===== config.mk =====
export PLATFORM = sky130hd
export DESIGN_NAME = bcmp_ctrl
export DESIGN_NICKNAME = d
export VERILOG_FILES = /design/src/sv/bcmp_pkg.sv /design/src/sv/bcmp_ctrl.sv
export SDC_FILE = /design/constraint.sdc
export NUM_CORES = 1
export LEC_CHECK = 0
export ABC_AREA = 1
export BUFFER_PORTS_ARGS = -buffer_cell sky130_fd_sc_hd__buf_2
export CAP_MARGIN = 20
export CELL_PAD_IN_SITES_DETAIL_PLACEMENT = 0
export CELL_PAD_IN_SITES_GLOBAL_PLACEMENT = 2
export CORE_ASPECT_RATIO = 1.4
export CORE_MARGIN = 1.5
export CORE_UTILIZATION = 34
export DETAILED_ROUTE_END_ITERATION = 10
export GPL_TIMING_DRIVEN = 1
export PLACE_DENSITY_LB_ADDON = 0.1
export SETUP_SLACK_MARGIN = 0.1
export SLEW_MARGIN = 10
export SYNTH_ARGS = -nofsm -noshare
export SYNTH_HDL_FRONTEND = slang
export SYNTH_SLANG_ARGS = --single-unit

===== constraint.sdc =====
create_clock -name clock -period 3.2 [get_ports clock]
set_clock_uncertainty 0.2 [all_clocks]
set_input_delay 0.64 -clock clock [delete_from_list [all_inputs] [get_ports clock]]
set_output_delay 0.64 -clock clock [all_outputs]
set_load 0.02 [all_outputs]

===== src/sv/bcmp_pkg.sv =====
package bcmp_pkg;

   localparam int unsigned MAX_N = 65536;
   localparam int IDX_W = $clog2(MAX_N);
   localparam int IN_W = 16;
   localparam int VAL_W = 30;
   localparam int PROD_W = 2 * VAL_W;
   localparam int MU_W = VAL_W + 1;
   localparam int RED_W = VAL_W + 2;

   localparam logic [VAL_W-1:0] PRIME_MOD = 30'd998244353;
   localparam logic [VAL_W-1:0] INV_EXP = PRIME_MOD - 30'd2;
   localparam int EXP_W = VAL_W;
   localparam int ROUND_W = $clog2(EXP_W);

   localparam longint unsigned BARRETT_MU_L = (64'd1 << PROD_W) / 64'(PRIME_MOD);
   localparam logic [MU_W-1:0] BARRETT_MU = MU_W'(BARRETT_MU_L);

   typedef enum logic [2:0] {
      MOP_NONE,
      MOP_FILL,
      MOP_SQ1,
      MOP_ACC1,
      MOP_SQ2,
      MOP_ACC2,
      MOP_FIN1,
      MOP_FIN2
   } mul_op_type;

   typedef enum logic [1:0] {
      RD_NONE,
      RD_NR,
      RD_R,
      RD_N
   } rd_sel_type;

   typedef struct packed {
      logic       accept;
      logic       init;
      mul_op_type mul_op;
      rd_sel_type rd_sel;
      logic       load_trivial;
      logic       load_rsp;
   } cmd_type;

   typedef struct packed {
      logic busy;
      logic trivial;
      logic fill_last;
   } status_type;

endpackage


===== src/sv/bcmp_ctrl.sv =====
module bcmp_ctrl (
   input  logic                  clock,
   input  logic                  reset,
   input  logic                  req_valid,
   output logic                  req_ready,
   output logic                  rsp_valid,
   input  logic                  rsp_ready,
   input  bcmp_pkg::status_type  status,
   output bcmp_pkg::cmd_type     cmd
);

   typedef enum logic [10:0] {
      S_INIT  = 11'b00000000001,
      S_FILL  = 11'b00000000010,
      S_IDLE  = 11'b00000000100,
      S_CHECK = 11'b00000001000,
      S_RD_R  = 11'b00000010000,
      S_RD_N  = 11'b00000100000,
      S_POW   = 11'b00001000000,
      S_DRAIN = 11'b00010000000,
      S_FIN2  = 11'b00100000000,
      S_WAIT  = 11'b01000000000,
      S_DONE  = 11'b10000000000
   } state_type;

   state_type                    state_ff, state_in;
   logic [1:0]                   slot_ff, slot_in;
   logic [bcmp_pkg::ROUND_W-1:0] round_ff, round_in;
   logic                         rsp_valid_ff, rsp_valid_in;
   logic                         exp_bit;

   assign exp_bit = bcmp_pkg::INV_EXP[round_ff];

   always_comb begin
      state_in      = state_ff;
      slot_in       = slot_ff;
      round_in      = round_ff;
      req_ready     = 1'b0;
      cmd           = '0;
      cmd.mul_op    = bcmp_pkg::MOP_NONE;
      cmd.rd_sel    = bcmp_pkg::RD_NONE;
      unique case (state_ff)
         S_INIT: begin
            cmd.init = 1'b1;
            state_in = S_FILL;
         end
         S_FILL: begin
            if (!status.busy) begin
               cmd.mul_op = bcmp_pkg::MOP_FILL;
            end
            if (status.fill_last) begin
               state_in = S_IDLE;
            end
         end
         S_IDLE: begin
            req_ready = 1'b1;
            if (req_valid) begin
               cmd.accept = 1'b1;
               state_in   = S_CHECK;
            end
         end
         S_CHECK: begin
            if (status.trivial) begin
               cmd.load_trivial = 1'b1;
               state_in         = S_DONE;
            end else begin
               cmd.rd_sel = bcmp_pkg::RD_NR;
               state_in   = S_RD_R;
            end
         end
         S_RD_R: begin
            cmd.rd_sel = bcmp_pkg::RD_R;
            state_in   = S_RD_N;
         end
         S_RD_N: begin
            cmd.rd_sel = bcmp_pkg::RD_N;
            slot_in    = '0;
            round_in   = '0;
            state_in   = S_POW;
         end
         S_POW: begin
            case (slot_ff)
               2'd0: cmd.mul_op = bcmp_pkg::MOP_SQ1;
               2'd1: cmd.mul_op = exp_bit ? bcmp_pkg::MOP_ACC1 : bcmp_pkg::MOP_NONE;
               2'd2: cmd.mul_op = bcmp_pkg::MOP_SQ2;
               default: cmd.mul_op = exp_bit ? bcmp_pkg::MOP_ACC2 : bcmp_pkg::MOP_NONE;
            endcase
            slot_in = slot_ff + 1'b1;
            if (slot_ff == 2'd3) begin
               round_in = round_ff + 1'b1;
               if (round_ff == bcmp_pkg::ROUND_W'(bcmp_pkg::EXP_W - 1)) begin
                  state_in = S_DRAIN;
               end
            end
         end
         S_DRAIN: begin
            if (!status.busy) begin
               cmd.mul_op = bcmp_pkg::MOP_FIN1;
               state_in   = S_FIN2;
            end
         end
         S_FIN2: begin
            if (!status.busy) begin
               cmd.mul_op = bcmp_pkg::MOP_FIN2;
               state_in   = S_WAIT;
            end
         end
         S_WAIT: begin
            if (!status.busy) begin
               state_in = S_DONE;
            end
         end
         S_DONE: begin
            if (!rsp_valid_ff || rsp_ready) begin
               cmd.load_rsp = 1'b1;
               state_in     = S_IDLE;
            end
         end
         default: begin
            state_in = S_INIT;
         end
      endcase
   end

   always_comb begin
      if (cmd.load_rsp) begin
         rsp_valid_in = 1'b1;
      end else if (rsp_ready) begin
         rsp_valid_in = 1'b0;
      end else begin
         rsp_valid_in = rsp_valid_ff;
      end
   end

   always_ff @(posedge clock) begin
      if (reset) begin
         state_ff     <= S_INIT;
         slot_ff      <= '0;
         round_ff     <= '0;
         rsp_valid_ff <= 1'b0;
      end else begin
         state_ff     <= state_in;
         slot_ff      <= slot_in;
         round_ff     <= round_in;
         rsp_valid_ff <= rsp_valid_in;
      end
   end

   assign rsp_valid = rsp_valid_ff;

endmodule


After elaboration in Yosys (flattened, before gate mapping)
Memories as Yosys holds them, arrays and structs flattened. A register that Yosys moved wholly into a read port is not among the register bits.
Index checks and enable logic that the tools add are counted.
{ "word_totals": {"reg_bits": 19, "rom_bits": 32, "input_bits": 7, "wordCells": 73, "n_memories": 1} }
{ "classes": {"n_addsub": 2, "magnitude_cmp": 1, "eq_ne": 23, "mux": 35, "n_reduce_logical": 7} }
{ "mem_list": {"columns": ["name", "depth", "word_bits", "rd", "rd_ports_with_merged_regs", "wr", "line_no", "source"], "rows": [
  ["(no name shown)", 32, 1, 1, 1, 0, "bcmp_ctrl.sv:32", "assign exp_bit = bcmp_pkg::INV_EXP[round_ff];"]
]} }
{ "ops": {"columns": ["cell", "n"], "rows": [
  ["case mux 11 bit (11 select lines)", 1],
  ["2-to-1 mux 11 bit", 9],
  ["!= test 2 bit (second input constant)", 8],
  ["2-to-1 mux 5 bit", 3],
  ["2-to-1 mux 1 bit", 13],
  ["case mux 3 bit (4 select lines)", 1],
  ["== test 11 x 1 -> 1 bit (second input constant)", 1],
  ["== test 11 x 10 -> 1 bit (second input constant)", 1],
  ["== test 11 bit (second input constant)", 1],
  ["== test 11 x 2 -> 1 bit (second input constant)", 1],
  ["== test 11 x 3 -> 1 bit (second input constant)", 1],
  ["== test 11 x 4 -> 1 bit (second input constant)", 1],
  ["== test 11 x 5 -> 1 bit (second input constant)", 1],
  ["== test 11 x 6 -> 1 bit (second input constant)", 1],
  ["== test 11 x 7 -> 1 bit (second input constant)", 1],
  ["== test 11 x 8 -> 1 bit (second input constant)", 1],
  ["== test 11 x 9 -> 1 bit (second input constant)", 1],
  ["case mux 5 bit (2 select lines)", 1],
  ["2-to-1 mux 3 bit", 3],
  ["case mux 3 bit (3 select lines)", 1],
  ["AND reduction 8 bit", 1],
  ["< comparator 5 x 6 -> 1 bit (second input constant)", 1],
  ["case mux 2 bit (3 select lines)", 1],
  ["adder 5 x 1 -> 5 bit (second input constant)", 1],
  ["other kinds (11)", 13]
]} }

Depth between registers and ports, before layout
{ "depth": {"word_depth": 5, "ltp_mapped": 13} }

Worst setup path after synthesis
OpenSTA, ideal clock, no wires.
{ "synth_timing": {"path_kind": "reg-to-output", "from": "register state_ff[4]", "to": "output port cmd[2] (netlist bit)", "t_arrival_ns": 1.400, "required_time_ns": 2.360, "setup_slack_ns": 0.960, "path_stages_with_launch": 6, "path_buffers": 0, "cell_sequence": "dfxtp_1 > nor2_1 > nand2_1 > nor2_1 > nand4_1 > o21ai_0"} }
{ "synth_rtl": {"columns": ["item", "line_no", "source"], "rows": [
  ["from (decl)", "bcmp_ctrl.sv:26", "state_type state_ff, state_in;"],
  ["from (signal assigned)", "bcmp_ctrl.sv:142", "state_ff <= state_in;"],
  ["to (decl)", "bcmp_ctrl.sv:9", "output bcmp_pkg::cmd_type cmd"]
]} }

==> qor.txt <==
status = complete, but fails checks
failing checks = DRC
grt total ovfl = 0
Die ar. = 0.00462 mm^2
slack of the critical path = 529 ps
number of global-route vias before repair = 1454
P_leak = 0.000840 uW
initial antenna violation count = 0
startpoint types = register
post-route ant nets = 0
largest family of logic cells by synthesized area = simple AND/OR/NAND/NOR gates
Die X-Extent = 57.9 um
PortBufs = 17
final hold slack = 336 ps
Rel. slew slack = 65.9%
synth warn = 0
slowest stage delay, CP = 320 ps
Slowest cell on crit path = dfxtp_1
Tmin final = 2670 ps
largest net degree at the start of global routing = 16
crit path kind = register to primary output
first-pass iteration count of the detailed router = 8
ys async rst share = 0%
die height = 79.8 um
Simple-Gate Fraction of Synth Area = 43.5%
initial DRC count = 67
GRT Total Usage = 18.5%
synth top area cells = dfxtp_1 28%, nand3_1 10%, inv_1 10%
Post-synth EDFFs = 0
Slew @ Worst Pin = 512 ps
Power Density = 488 mW/mm^2
Area after DPL = 0.00156 mm^2
adder-cell area share of the yosys netlist = 5.24%
crit path max fanout = 4
H-tree depth = 1
via-per-instance ratio = 5.24
Post-DP HPWL = 3250 um
Req. time, crit path = 2360 ps
Fin. Hold Viols = 0
Post-CTS Resized = 0
RSZ-0062 raised after global routing = no
CTS buffer count = 3
Synth Area in Compound Gates = 10.7%
pre-CTS setup slack = 829 ps
TritonCTS clock tree = done
DRC viols = 2
Cells after Synth = 217
Longest Clk Path Bufs = 2
Post-Synth XOR/XNOR Area = 1.22%
clk slew on worst S/H paths = 80 ps
maximum vdd drop = 148 uV
share of cells above drive strength 1 = 17.9%
area fraction of the dominant cell type after synthesis = 27.9%
Crit path buffers/inverters = 2
CP Capture Type = primary output
cell type with the largest total area after synthesis = dfxtp_1
core box area = 0.00399 mm^2
GP Congestion = 0.855
delay-heaviest family, CP = simple AND/OR/NAND/NOR gates
fin nets = 250
Final Setup Violations = 0
Slew Limit Fails = 0
Min-Delay Path Class = register to register
fin area = 0.00160 mm^2
Max Cap Violations = 0
count leader, synth = inv_1
sequential-to-total area share from yosys stat = 27.9%
CP cell instances = nor2_1 -> nand2_1 -> nor2_1 -> and2_1 -> inv_1 -> a21oi_1 -> a31o_2 -> buf_2
Hold Buf Count CTS = 0
CTS root buffer = clkbuf_8
Synth Net Count = 230
mux contribution to synthesized area = 0%
Setup Fix Bufs, Post-CTS = 0
Site Rows = 27
routed via count = 1458
Area growth, synth to finish = 11.7%
maximum clock frequency = 374 MHz
fin crit share = 83.5%
Routed WL per cell = 14.3 um
wirelength, routed = 3970 um
synth unique cells = 27
first-pass GRT wire length = 6560 um
Worst EP arrival = 1830 ps
Synth Flop Type = dfxtp_1
Antenna Cells = 0
leading cell types by count after synthesis = 39 x inv_1, 31 x nand2_1, 30 x nand3_1
synthesized flop and latch total = 20
mapped cell area = 0.00143 mm^2
worst skew pair latency = 260 ps
initial core utilization = 36.0%
Post-Syn Area per Cell = 6.61 um^2
TNS Setup = 0 ps
Sink Count = 20
most frequent CP cell = nor2_1
total I/O pin count = 18
routing by layer:
layer | vias up | GRT usage [%] | wire length [um]
met4 | 0 | 9.07 | 137
met2 | 32 | 34.2 | 2120
met1 | 682 | 19.5 | 1560
li1 | 734 | - | -
met5 | - | 0 | 0
met3 | 10 | 3.40 | 153
where the power goes:
part | switching, uW | total (uW) | internal [uW]
sequential | 26.3 | 298 | 271
combinational | 213 | 310 | 97.3
clock | 89.4 | 173 | 84.0
state kept, by name, summed over array words and instances, names as in the netlist:
register / count
state_ff: 11
exp_bit: 1
round_ff: 5
rsp_valid: 1
slot_ff: 2
worst reg2reg max path: cells and delay by family, from the launching register on:
kind,cells,cell delay [ps]
buffers and inverters,1,80
flip-flops,1,430
AND/OR/NAND/NOR,10,1190
cell type report:
| class | instances | area (um^2) |
|---|---|---|
| inverters | 40 | 150 |
| well taps | 43 | 53.8 |
| multi-input cells | 155 | 871 |
| repair buffers | 17 | 85.1 |
| flip-flops and latches | 20 | 400 |
| clock buffers | 3 | 41.3 |
| fillers | 446 | 2380 |
worst paths after layout:
| kind | depth (start not counted) | slack, ps | startpoint | to |
|---|---|---|---|---|
| worst max-delay path | 8 | 530 | state_ff[4] | cmd[4] |
| worst min register to register | 2 | 340 | state_ff[9] | state_ff[9] |
| worst min-delay path | 2 | 340 | state_ff[9] | state_ff[9] |
| worst max register to register | 11 | 1210 | state_ff[10] | exp_bit |
layout by cell type, fill, tap and decap left out, types with 3 or more instances in the layout:
| cell type | Yosys | layout |
|---|---|---|
| a21oi_1 | 9 | 9 |
| buf_2 | 1 | 17 |
| clkbuf_8 | 0 | 3 |
| dfxtp_1 | 20 | 20 |
| ha_1 | 6 | 6 |
| inv_1 | 39 | 39 |
| nand2_1 | 31 | 31 |
| nand2_2 | 4 | 4 |
| nand3_1 | 30 | 30 |
| nand4_1 | 9 | 9 |
| nor2_1 | 25 | 25 |
| nor2_4 | 6 | 6 |
| nor3_1 | 6 | 6 |
| o21ai_0 | 10 | 10 |
| o21ai_1 | 3 | 3 |
logic make-up after synthesis:
family | after synthesis
XOR/XNOR | 2
adder cells (fa/ha/maj) | 6
flip-flops | 20
AO/OA/AOI/OAI | 27
AND/OR/NAND/NOR | 120
buffers and inverters | 42
per-stage QoR:
step,power (uW),utilization [%],instances
CTS,788,40.2,278
global placement,617,39.1,275
global route,833,40.2,278
finish,781,40.2,278
detailed placement,617,39.1,275
floorplan,536,-,217
(Power assumes the default switching activity.)
